==> src/design/tde_pkg.sv <==
// Shared types and constants for the temporal difference encoder.
`timescale 1ns / 1ps

package tde_pkg;

   // Index bits that a record carries (bits above 17 are never emitted)
   localparam int IndexBits = 18;

   localparam int DimBits   = 10;
   localparam int PosBits   = 18;
   localparam int CountBits = 20;
   localparam int TotalBits = 2 * DimBits;
   localparam int JobDepth  = 6;
   localparam int JobBits   = 3;
   localparam int WordBits  = 24;

   localparam logic [DimBits-1:0] MaxDim = DimBits'(512);
   localparam logic [WordBits-1:0] IndexMask = WordBits'((64'd1 << IndexBits) - 64'd1);

   // Configuration register indexes
   localparam logic CsrRows    = 1'b0;
   localparam logic CsrColumns = 1'b1;

   typedef enum logic [1:0] {
      KIND_RECORD  = 2'd0,
      KIND_TRAILER = 2'd1,
      KIND_ERROR   = 2'd2
   } byte_kind_type;

   typedef struct packed {
      logic [7:0]    data;
      byte_kind_type kind;
   } slot_type;

endpackage

==> src/design/temporal_difference_encoder.sv <==
// Top level of the temporal difference encoder: pixel pairs in, byte stream out.
//
//   channel   direction  handshake            payload
//   req_      in         req_valid/req_ready  reference_pixel, current_pixel
//   rsp_      out        rsp_valid/rsp_ready  out_byte, byte_kind, last_in_run, end_of_frame
//   csr_      in         csr_write_enable     csr_index, csr_write_data
//
// A request's output bytes leave through the one-byte output port in order: 3 for an
// in-range changed pixel, 1 error byte for an out-of-range one, up to 6 at the last pixel.
// A request is taken while the last byte of the previous request is being delivered.
// Reset is synchronous: position, byte count, failure flag and output buffer clear,
// rows and columns return to 512. An output stall holds the buffer and the input.
`timescale 1ns / 1ps

module temporal_difference_encoder (
   input  logic       clock,
   input  logic       reset,
   input  logic       req_valid,
   output logic       req_ready,
   input  logic [7:0] req_reference_pixel,
   input  logic [7:0] req_current_pixel,
   output logic       rsp_valid,
   input  logic       rsp_ready,
   output logic [7:0] rsp_out_byte,
   output logic [1:0] rsp_byte_kind,
   output logic       rsp_last_in_run,
   output logic       rsp_end_of_frame,
   input  logic       csr_write_enable,
   input  logic       csr_index,
   input  logic [9:0] csr_write_data
);

   logic [tde_pkg::DimBits-1:0]   rows_ff, columns_ff;
   logic [tde_pkg::PosBits-1:0]   position_ff, position_in;
   logic [tde_pkg::CountBits-1:0] byte_count_ff, byte_count_in;
   logic                          failed_ff, failed_in;
   tde_pkg::slot_type             slot_ff [tde_pkg::JobDepth];
   tde_pkg::slot_type             slot_in [tde_pkg::JobDepth];
   logic [tde_pkg::JobBits-1:0]   fill_ff, fill_in;
   logic                          eof_ff, eof_in;

   logic [tde_pkg::DimBits-1:0]   rows_eff, columns_eff;
   logic [tde_pkg::TotalBits-1:0] total_last;
   logic                          frame_end;
   logic [7:0]                    diff;
   logic                          in_range, emit_rec, emit_err, emit_trailer;
   logic [tde_pkg::CountBits-1:0] count_rec;
   logic [tde_pkg::WordBits-1:0]  idx_word;
   tde_pkg::slot_type             job [tde_pkg::JobDepth];
   logic [tde_pkg::JobBits-1:0]   job_fill;
   logic                          req_take, rsp_take;

   // Clamp the frame size and find the last pixel position
   always_comb begin
      rows_eff    = (rows_ff == '0) ? tde_pkg::DimBits'(1) :
                    (rows_ff > tde_pkg::MaxDim) ? tde_pkg::MaxDim : rows_ff;
      columns_eff = (columns_ff == '0) ? tde_pkg::DimBits'(1) :
                    (columns_ff > tde_pkg::MaxDim) ? tde_pkg::MaxDim : columns_ff;
      total_last  = (tde_pkg::TotalBits'(rows_eff) * tde_pkg::TotalBits'(columns_eff))
                    - tde_pkg::TotalBits'(1);
      frame_end   = tde_pkg::TotalBits'(position_ff) >= total_last;
   end

   // Classify the difference and build the bytes this request causes
   always_comb begin
      diff         = req_current_pixel - req_reference_pixel;
      in_range     = (diff < 8'd32) || (diff >= 8'd224);
      emit_rec     = !failed_ff && (diff != 8'd0) && in_range;
      emit_err     = !failed_ff && (diff != 8'd0) && !in_range;
      emit_trailer = frame_end && !failed_ff && !emit_err;
      count_rec    = emit_rec ? byte_count_ff + tde_pkg::CountBits'(3) : byte_count_ff;
      idx_word     = tde_pkg::WordBits'(position_ff) & tde_pkg::IndexMask;

      for (int i = 0; i < tde_pkg::JobDepth; i++) begin
         job[i] = '{data: 8'd0, kind: tde_pkg::KIND_RECORD};
      end
      job_fill = '0;
      if (emit_rec) begin
         job[0] = '{data: idx_word[7:0],  kind: tde_pkg::KIND_RECORD};
         job[1] = '{data: idx_word[15:8], kind: tde_pkg::KIND_RECORD};
         job[2] = '{data: {diff[5:0], idx_word[17:16]}, kind: tde_pkg::KIND_RECORD};
         if (emit_trailer) begin
            job[3] = '{data: count_rec[7:0],   kind: tde_pkg::KIND_TRAILER};
            job[4] = '{data: count_rec[15:8],  kind: tde_pkg::KIND_TRAILER};
            job[5] = '{data: {4'd0, count_rec[19:16]}, kind: tde_pkg::KIND_TRAILER};
            job_fill = tde_pkg::JobBits'(6);
         end else begin
            job_fill = tde_pkg::JobBits'(3);
         end
      end else if (emit_err) begin
         job[0]   = '{data: diff, kind: tde_pkg::KIND_ERROR};
         job_fill = tde_pkg::JobBits'(1);
      end else if (emit_trailer) begin
         job[0]   = '{data: count_rec[7:0],   kind: tde_pkg::KIND_TRAILER};
         job[1]   = '{data: count_rec[15:8],  kind: tde_pkg::KIND_TRAILER};
         job[2]   = '{data: {4'd0, count_rec[19:16]}, kind: tde_pkg::KIND_TRAILER};
         job_fill = tde_pkg::JobBits'(3);
      end
   end

   // Handshakes: take a request once the buffer is empty or drains this cycle
   assign rsp_valid        = fill_ff != '0;
   assign rsp_take         = rsp_valid && rsp_ready;
   assign req_ready        = (fill_ff == '0) ||
                             ((fill_ff == tde_pkg::JobBits'(1)) && rsp_ready);
   assign req_take         = req_valid && req_ready;
   assign rsp_out_byte     = slot_ff[0].data;
   assign rsp_byte_kind    = slot_ff[0].kind;
   assign rsp_last_in_run  = fill_ff == tde_pkg::JobBits'(1);
   assign rsp_end_of_frame = rsp_last_in_run && eof_ff;

   // Next frame state and buffer contents
   always_comb begin
      position_in   = position_ff;
      byte_count_in = byte_count_ff;
      failed_in     = failed_ff;
      fill_in       = fill_ff;
      eof_in        = eof_ff;
      for (int i = 0; i < tde_pkg::JobDepth; i++) begin
         slot_in[i] = slot_ff[i];
      end
      if (req_take) begin
         if (frame_end) begin
            position_in   = '0;
            byte_count_in = '0;
            failed_in     = 1'b0;
         end else begin
            position_in   = position_ff + tde_pkg::PosBits'(1);
            byte_count_in = count_rec;
            failed_in     = failed_ff || emit_err;
         end
         for (int i = 0; i < tde_pkg::JobDepth; i++) begin
            slot_in[i] = job[i];
         end
         fill_in = job_fill;
         eof_in  = emit_err || emit_trailer;
      end else if (rsp_take) begin
         // advance the byte queue by one
         for (int i = 0; i < tde_pkg::JobDepth - 1; i++) begin
            slot_in[i] = slot_ff[i + 1];
         end
         fill_in = fill_ff - tde_pkg::JobBits'(1);
      end
   end

   // Hold control state and configuration
   always_ff @(posedge clock) begin
      if (reset) begin
         rows_ff       <= tde_pkg::MaxDim;
         columns_ff    <= tde_pkg::MaxDim;
         position_ff   <= '0;
         byte_count_ff <= '0;
         failed_ff     <= 1'b0;
         fill_ff       <= '0;
         eof_ff        <= 1'b0;
      end else begin
         position_ff   <= position_in;
         byte_count_ff <= byte_count_in;
         failed_ff     <= failed_in;
         fill_ff       <= fill_in;
         eof_ff        <= eof_in;
         if (csr_write_enable && (csr_index == tde_pkg::CsrRows)) begin
            rows_ff <= csr_write_data;
         end
         if (csr_write_enable && (csr_index == tde_pkg::CsrColumns)) begin
            columns_ff <= csr_write_data;
         end
      end
   end

   // Hold output bytes
   always_ff @(posedge clock) begin
      for (int i = 0; i < tde_pkg::JobDepth; i++) begin
         slot_ff[i] <= slot_in[i];
      end
   end

`ifndef SYNTHESIS
   a_job_shows: assert property (@(posedge clock) disable iff (reset)
      (req_take && (job_fill != '0)) |=> rsp_valid)
      else $error("accepted request with output bytes shows nothing");

   a_eof_last: assert property (@(posedge clock) disable iff (reset)
      (rsp_valid && rsp_end_of_frame) |-> rsp_last_in_run)
      else $error("end of frame on a byte that is not last of its request");

   a_trailer_restart: assert property (@(posedge clock) disable iff (reset)
      (rsp_take && rsp_end_of_frame && (rsp_byte_kind == tde_pkg::KIND_TRAILER))
      |-> ((position_ff == '0) && (byte_count_ff == '0) && !failed_ff))
      else $error("frame state not cleared at trailer");

   a_failed_quiet: assert property (@(posedge clock) disable iff (reset)
      (failed_ff && req_take) |-> (job_fill == '0))
      else $error("failed frame emits bytes");
`endif

endmodule
==> config.mk <==
export PLATFORM = sky130hd
export DESIGN_NAME = temporal_difference_encoder
export DESIGN_NICKNAME = d
export VERILOG_FILES = /design/src/design/tde_pkg.sv /design/src/design/temporal_difference_encoder.sv
export SDC_FILE = /design/constraint.sdc
export NUM_CORES = 1
export LEC_CHECK = 0
export ABC_AREA = 1
export ABC_CLOCK_PERIOD_IN_PS = 7300
export BUFFER_PORTS_ARGS = -buffer_cell sky130_fd_sc_hd__buf_2
export CAP_MARGIN = 20
export CORE_MARGIN = 3
export CORE_UTILIZATION = 35
export DETAILED_ROUTE_END_ITERATION = 10
export SYNTH_ARGS = -nofsm -noshare
export SYNTH_HDL_FRONTEND = slang
export SYNTH_SLANG_ARGS = --single-unit
==> constraint.sdc <==
create_clock -name clock -period 7.3 [get_ports clock]
set_input_delay 0.365 -clock clock [delete_from_list [all_inputs] [get_ports clock]]
set_output_delay 0.365 -clock clock [all_outputs]
set_load 0.05 [all_outputs]
## Word-level counts from Yosys, hierarchy flattened

Memories as Yosys holds them, arrays and structs flattened.
Index checks and enable logic that the tools add are counted.
W data, S select, Z words.

- Word-level logic and storage cells: 67
- Output and inout bits: 14
- Register bits: 63
- Memories: 1
- Memory bits (writable): 60
- Input bits: 32

- Add/subtract/negate cells: 5
- Multiply operators: 1
- Equality and inequality tests: 1
- Multiplexer cells: 22
- $lt $le $gt $ge: 5
- Reduce and logical (&&, ||, !) cells: 24
- Bitwise gates (word level): 1

Memory list:

| memory | depth | bits a word | rd ports | clocked after memory_dff | wr ports | RTL line | source |
|---|---|---|---|---|---|---|---|
| slot_ff | 6 | 10 | 6 | 0 | 6 | temporal_difference_encoder.sv:37 | `tde_pkg::slot_type slot_ff [tde_pkg::JobDepth];` |

Operator list:

| kind | count |
|---|---|
| $mux W50 | 2 |
| $mux W30 | 3 |
| $mux W10 | 6 |
| $mux W20 | 3 |
| $add A20 B2 Y20 const B | 1 |
| $ge A18 B20 Y1 | 1 |
| $gt A10 B10 Y1 const B | 2 |
| $logic_not A10 Y1 | 2 |
| $mul A10 B10 Y20 | 1 |
| $sub A20 B1 Y20 const B | 1 |
| $add A18 B1 Y18 const B | 1 |
| $mux W18 | 1 |
| $mux W3 | 5 |
| $logic_and A1 B1 Y1 | 11 |
| $ge A8 B8 Y1 const B | 1 |
| $lt A8 B6 Y1 const B | 1 |
| $reduce_bool A8 Y1 | 1 |
| $sub A8 B8 Y8 | 1 |
| $logic_or A1 B1 Y1 | 4 |
| $eq A3 B1 Y1 const B | 1 |
| $logic_not A1 Y1 | 3 |
| $logic_not A3 Y1 | 1 |
| $reduce_bool A3 Y1 | 1 |
| $sub A3 B1 Y3 const B | 1 |
| other kinds (4) | 4 |

## Logic depth before layout (Yosys ltp)

- Depth after elaboration: 12
- Mapped depth: 39
- Gate-level depth less buffers: 39

## Worst setup path before layout

No wires, ideal clock.

- Path kind: register -> register
- From: register rows_ff[0] in the netlist's numbering
- To: register position_ff[15] in the netlist's numbering
- Buffers on the path: 1
- Setup slack: 0.786 ns
- Cell stages (with the launch flop): 35
- Library setup time: 0.115 ns
- Data arrival time: 6.399 ns
- Path through: dfxtp_1 -> nor4_1 -> nand4_1 -> inv_1 -> nor2_1 -> inv_1 -> nand2_1 -> inv_1 -> nand2_1 -> fa_1 -> fa_1 -> inv_1 -> fa_1 -> fa_1 -> inv_1 -> fa_1 -> inv_1 -> ha_1 -> a21o_1 -> a21oi_1 -> nand2_1 -> xor2_1 -> ha_1 -> nand2_1 -> nor4_1 -> nand2_1 -> nand2_1 -> nand2_1 -> nand2_1 -> nand2_1 -> nand2_1 -> nand2_2 -> o21ai_2 -> buf_6 -> nor2_1

- Cells in the longest elaborated chain, start to end: 7

RTL lines:

| element | RTL line | source |
|---|---|---|
| start: declaration | temporal_difference_encoder.sv:33 | `logic [tde_pkg::DimBits-1:0] rows_ff, columns_ff;` |
| start signal: assignment | temporal_difference_encoder.sv:149 | `rows_ff <= tde_pkg::MaxDim;` |
| start signal: assignment | temporal_difference_encoder.sv:163 | `rows_ff <= csr_write_data;` |
| $gt A10 B10 Y1 | temporal_difference_encoder.sv:56 | `(rows_ff > tde_pkg::MaxDim) ? tde_pkg::MaxDim : rows_ff;` |
| $mux W10 | temporal_difference_encoder.sv:56 |  |
| $mux W10 * | temporal_difference_encoder.sv:55 | `rows_eff = (rows_ff == '0) ? tde_pkg::DimBits'(1) :` |
| $mul A10 B10 Y20 * | temporal_difference_encoder.sv:59 | `total_last = (tde_pkg::TotalBits'(rows_eff) * tde_pkg::TotalBits'(columns_eff))` |
| $sub A20 B1 Y20 * | temporal_difference_encoder.sv:60 | `- tde_pkg::TotalBits'(1);` |
| $ge A18 B20 Y1 * | temporal_difference_encoder.sv:61 | `frame_end = tde_pkg::TotalBits'(position_ff) >= total_last;` |
| $mux W18 * | temporal_difference_encoder.sv:123 | `if (frame_end) begin` |
| end signal: assignment | temporal_difference_encoder.sv:157 | `position_ff <= position_in;` |
| end: declaration | temporal_difference_encoder.sv:34 | `logic [tde_pkg::PosBits-1:0] position_ff, position_in;` |

Every way passes the cells marked *; elsewhere a longest branch is shown, timed or not.
A chain may end at the register's enable or synchronous reset.

==> flow_metrics.py <==
metrics = {
    "sta": {
        "setup_viol": 0,
        "relSlewSlack": 0.302,
        "tightest_slew_ns": 1.05,
        "fmax_mhz": 145,
        "setup_slack_ns": 0.383,
        "fin_crit_ns": 6.92,
        "setup-tns-final_ns": 0,
        "finalMaxSlewViolations": 0,
        "finalCritPeriodShare": 0.948,
        "finClkSkew_ns": 0.0244,
        "hold_viol": 0,
    },
    "synthesis": {
        "synth_most_common_cell": "nand2_1",
        "synth_ff_type": "dfxtp_1",
        "synth_common_cells": "nand2_1 (306), inv_1 (226), nor2_1 (140)",
        "syn_inst": 1311,
        "synth-seq-area-share": 0.277,
        "yosysUniqueCellTypes": 46,
        "synth_area_leaders": "edfxtp_1 (15%), fa_1 (14%), dfxtp_1 (13%), nand2_1 (11%), ha_1 (11%)",
        "yosysTopAreaCell": "edfxtp_1",
        "syn-num-nets": 1501,
        "synth_area_um2": 10100,
        "synth.yosys.warnings": 0,
        "post_synth.cell_area_avg_um2": 7.69,
        "async_reset_ff_frac": 0,
        "synth_top_area_frac": 0.152,
        "yosys_register_bits": 114,
        "synth_edf_count": 51,
    },
    "run": {
        "max-cap-violations": 0,
    },
    "die": {
        "die_y_um": 176,
        "core_um2": 28100,
        "die_area_um2": 30900,
        "num_rows": 61,
        "initial_core_util": 0.359,
        "fp.dieW_um": 176,
        "pin_count": 46,
    },
    "finish": {
        "area_growth_pct": 14.7,
        "antenna_cells": 0,
        "num-fill-cells": 2921,
        "num-nets-final": 1556,
        "drive_above_1_share": 0.118,
    },
    "route": {
        "drcViolationCount": 0,
        "wl_um": 26000,
        "first_pass_iters": 5,
        "vias_per_cell": 4.89,
        "avgRoutedWirePerCell_um": 14.8,
        "ant_nets": 0,
        "dr.first_iter.drc_count": 745,
        "vias": 8592,
    },
    "critical_path": {
        "critPathMaxFanout": 8,
        "arrival_ns": 7.08,
        "cp_slowest_cell": "fa_1",
        "required_ns": 7.47,
        "cpLargestDelayFamily": "adder cells",
        "reg2reg_slack_ns": 0.38,
        "worstReg2RegEnd": "slot_ff[0][8]",
        "crit_cells": 31,
        "max_stage_delay_ns": 0.57,
        "worstSetupEndpointType": "flop",
        "path_buf_inv": 6,
        "cp-start-kind": "flop",
        "timing.rr.start": "columns_ff[5]",
        "worstSetupPathType": "flop to flop",
        "ff2ff_path_depth": 31,
    },
    "worst_hold_path": {
        "hp-start": "csr_write_data[3]",
        "hold_path_end": "rows_ff[3]",
        "min_path_cells": 3,
        "hold_path_class": "primary input to flop",
    },
    "clock_tree": {
        "cts_sinks": 114,
        "clk_latency_ns": 0.43,
        "clk_pin_slew_ns": 0.06,
        "clockBufferDepth": 2,
        "cts_tree": "done",
        "cts_made_buffers": 17,
        "cts_root_buffer": "clkbuf_16",
        "cts_max_level": 4,
    },
    "power_and_ir_drop": {
        "powerDensity_nw_per_um2": 265,
        "p_total_mw": 3.07,
        "ir_drop_mv": 0.169,
        "pwr-share-clk": 0.277,
        "swShare": 0.409,
        "p_int_mw": 1.81,
        "switchingPower_mw": 1.26,
        "seqPwrFrac": 0.326,
        "leakagePower_nw": 5.54,
        "pwr-share-comb": 0.397,
    },
    "run_status": {
        "status": "complete, no violations",
    },
    "grt": {
        "grt_usage": 0.170,
        "grt_pass1_wl_um": 42100,
        "grt_pass1_vias": 8232,
        "grt_overflow": 0,
        "grt_max_degree": 69,
        "antenna_found_initial": 0,
    },
    "placed_design": {
        "routabilityCongestion": 0.900,
        "portBuffers": 45,
        "dp_hpwl_um": 20200,
        "dp_slack_ns": -0.0143,
    },
}
==> sequential cells by signal, summed over array words and instances (netlist names) <==
signal and count:
byte_count_ff 20, columns_ff 10, eof_ff 1, failed_ff 1, fill_ff 3, position_ff 18
rows_ff 10, slot_ff 51
==> timing repair <==
item                       in CTS  in global routing
setup endpoints to repair       8                 84
cloned                          0                  0
hold buffers                    0                  0
setup buffers                   0                  4
resized for setup               1                 51
pin swaps                       0                  9
==> stage by stage <==
| stage | std cells | hold WS (ns) | util | area (um^2) |
|---|---|---|---|---|
| 2_1_floorplan | 1311 | 0.444 | - | 10100 |
| 3_3_place_gp | 1721 | 0.455 | 0.383 | 10800 |
| 3_5_place_dp | 1721 | 0.464 | 0.383 | 10800 |
| 4_1_cts | 1753 | 0.178 | 0.405 | 11400 |
| 5_1_grt | 1757 | 0.191 | 0.412 | 11600 |
| 6_report | 1757 | 0.202 | 0.412 | 11600 |
==> power by group through the flow <==
| stage | Clock [mW] | Sequential, mW | Combinational, mW |
|---|---|---|---|
| floorplan | 0 | 1.09 | 0.791 |
| global placement | 0 | 1.01 | 1.18 |
| detailed placement | 0 | 1.01 | 1.19 |
| CTS | 0.862 | 1.00 | 1.19 |
| global route | 0.895 | 1.02 | 1.37 |
| finish | 0.849 | 1.00 | 1.22 |
==> worst reg2reg max path: cells and delay by family, from the launching register on <==
family                     cells  cell delay, ns
DFF                            1            0.35
buffers and inverters          6            0.67
and+or+nand+nor               12            1.39
adders and majority gates      7            3.24
AOI/OAI and AO/OA              5            0.85
xor gates and xnor gates       1            0.16
==> how the worst max path moves through the flow <==
stage	slack [ns]	from	endpoint
after floorplan	0.79	rows_ff[0]	position_ff[15]
after global placement	0.15	columns_ff[2]	slot_ff[0][3]
after detailed placement	-0.01	columns_ff[2]	slot_ff[0][3]
after CTS	0.03	columns_ff[2]	slot_ff[0][3]
after global routing	-0.02	columns_ff[5]	slot_ff[0][2]
final	0.38	columns_ff[5]	slot_ff[0][8]
==> layout make-up <==
type                            count  area [um^2]  share of cell area
Clock buffer                       19          433              0.0374
Clock inverter                     13          163              0.0141
Inverter                          237          898              0.0777
Multi-Input combinational cell    930         6420               0.555
Sequential cell                   114         2790               0.242
Tap cell                          378          473              0.0409
Timing Repair Buffer               66          383              0.0331
==> layer usage <==
| metal | track usage | vias to the layer above | routed length [um] |
|---|---|---|---|
| met3 | 0.0309 | 34 | 1570 |
| met1 | 0.250 | 4041 | 12500 |
| met4 | 0.0396 | 0 | 391 |
| li1 | - | 4296 | - |
| met2 | 0.257 | 221 | 11600 |
| met5 | 0 | - | 0 |
==> cell families after synthesis <==
logic type      after synthesis  share of synthesized area
fa+ha+maj                   158                      0.249
flops                       114                      0.277
buf+inv                     267                      0.102
compound gates              156                     0.0886
simple gates                569                      0.242
xor+xnor                     47                     0.0408
==> cell usage in the layout, fill, tap and decap left out, types with 5 or more instances in the layout <==
| cell type | n |
|---|---|
| o21ai_0 | 41 |
| nand2_4 | 10 |
| edfxtp_1 | 51 |
| nand2_1 | 297 |
| clkbuf_16 | 17 |
| nand4_1 | 31 |
| nor3_1 | 13 |
| ha_1 | 82 |
| o21ai_2 | 5 |
| fa_1 | 71 |
| inv_1 | 211 |
| a22oi_1 | 17 |
| inv_2 | 19 |
| buf_4 | 21 |
| buf_2 | 45 |
| dfxtp_1 | 63 |
| ha_4 | 5 |
| nor4_1 | 8 |
| a31oi_1 | 5 |
| xor2_1 | 38 |
| a21oi_1 | 52 |
| o21ai_1 | 18 |
| nand3_1 | 44 |
| nor2_1 | 139 |
| xnor2_1 | 9 |
No activity file was read; power rests on OpenSTA's default activity.
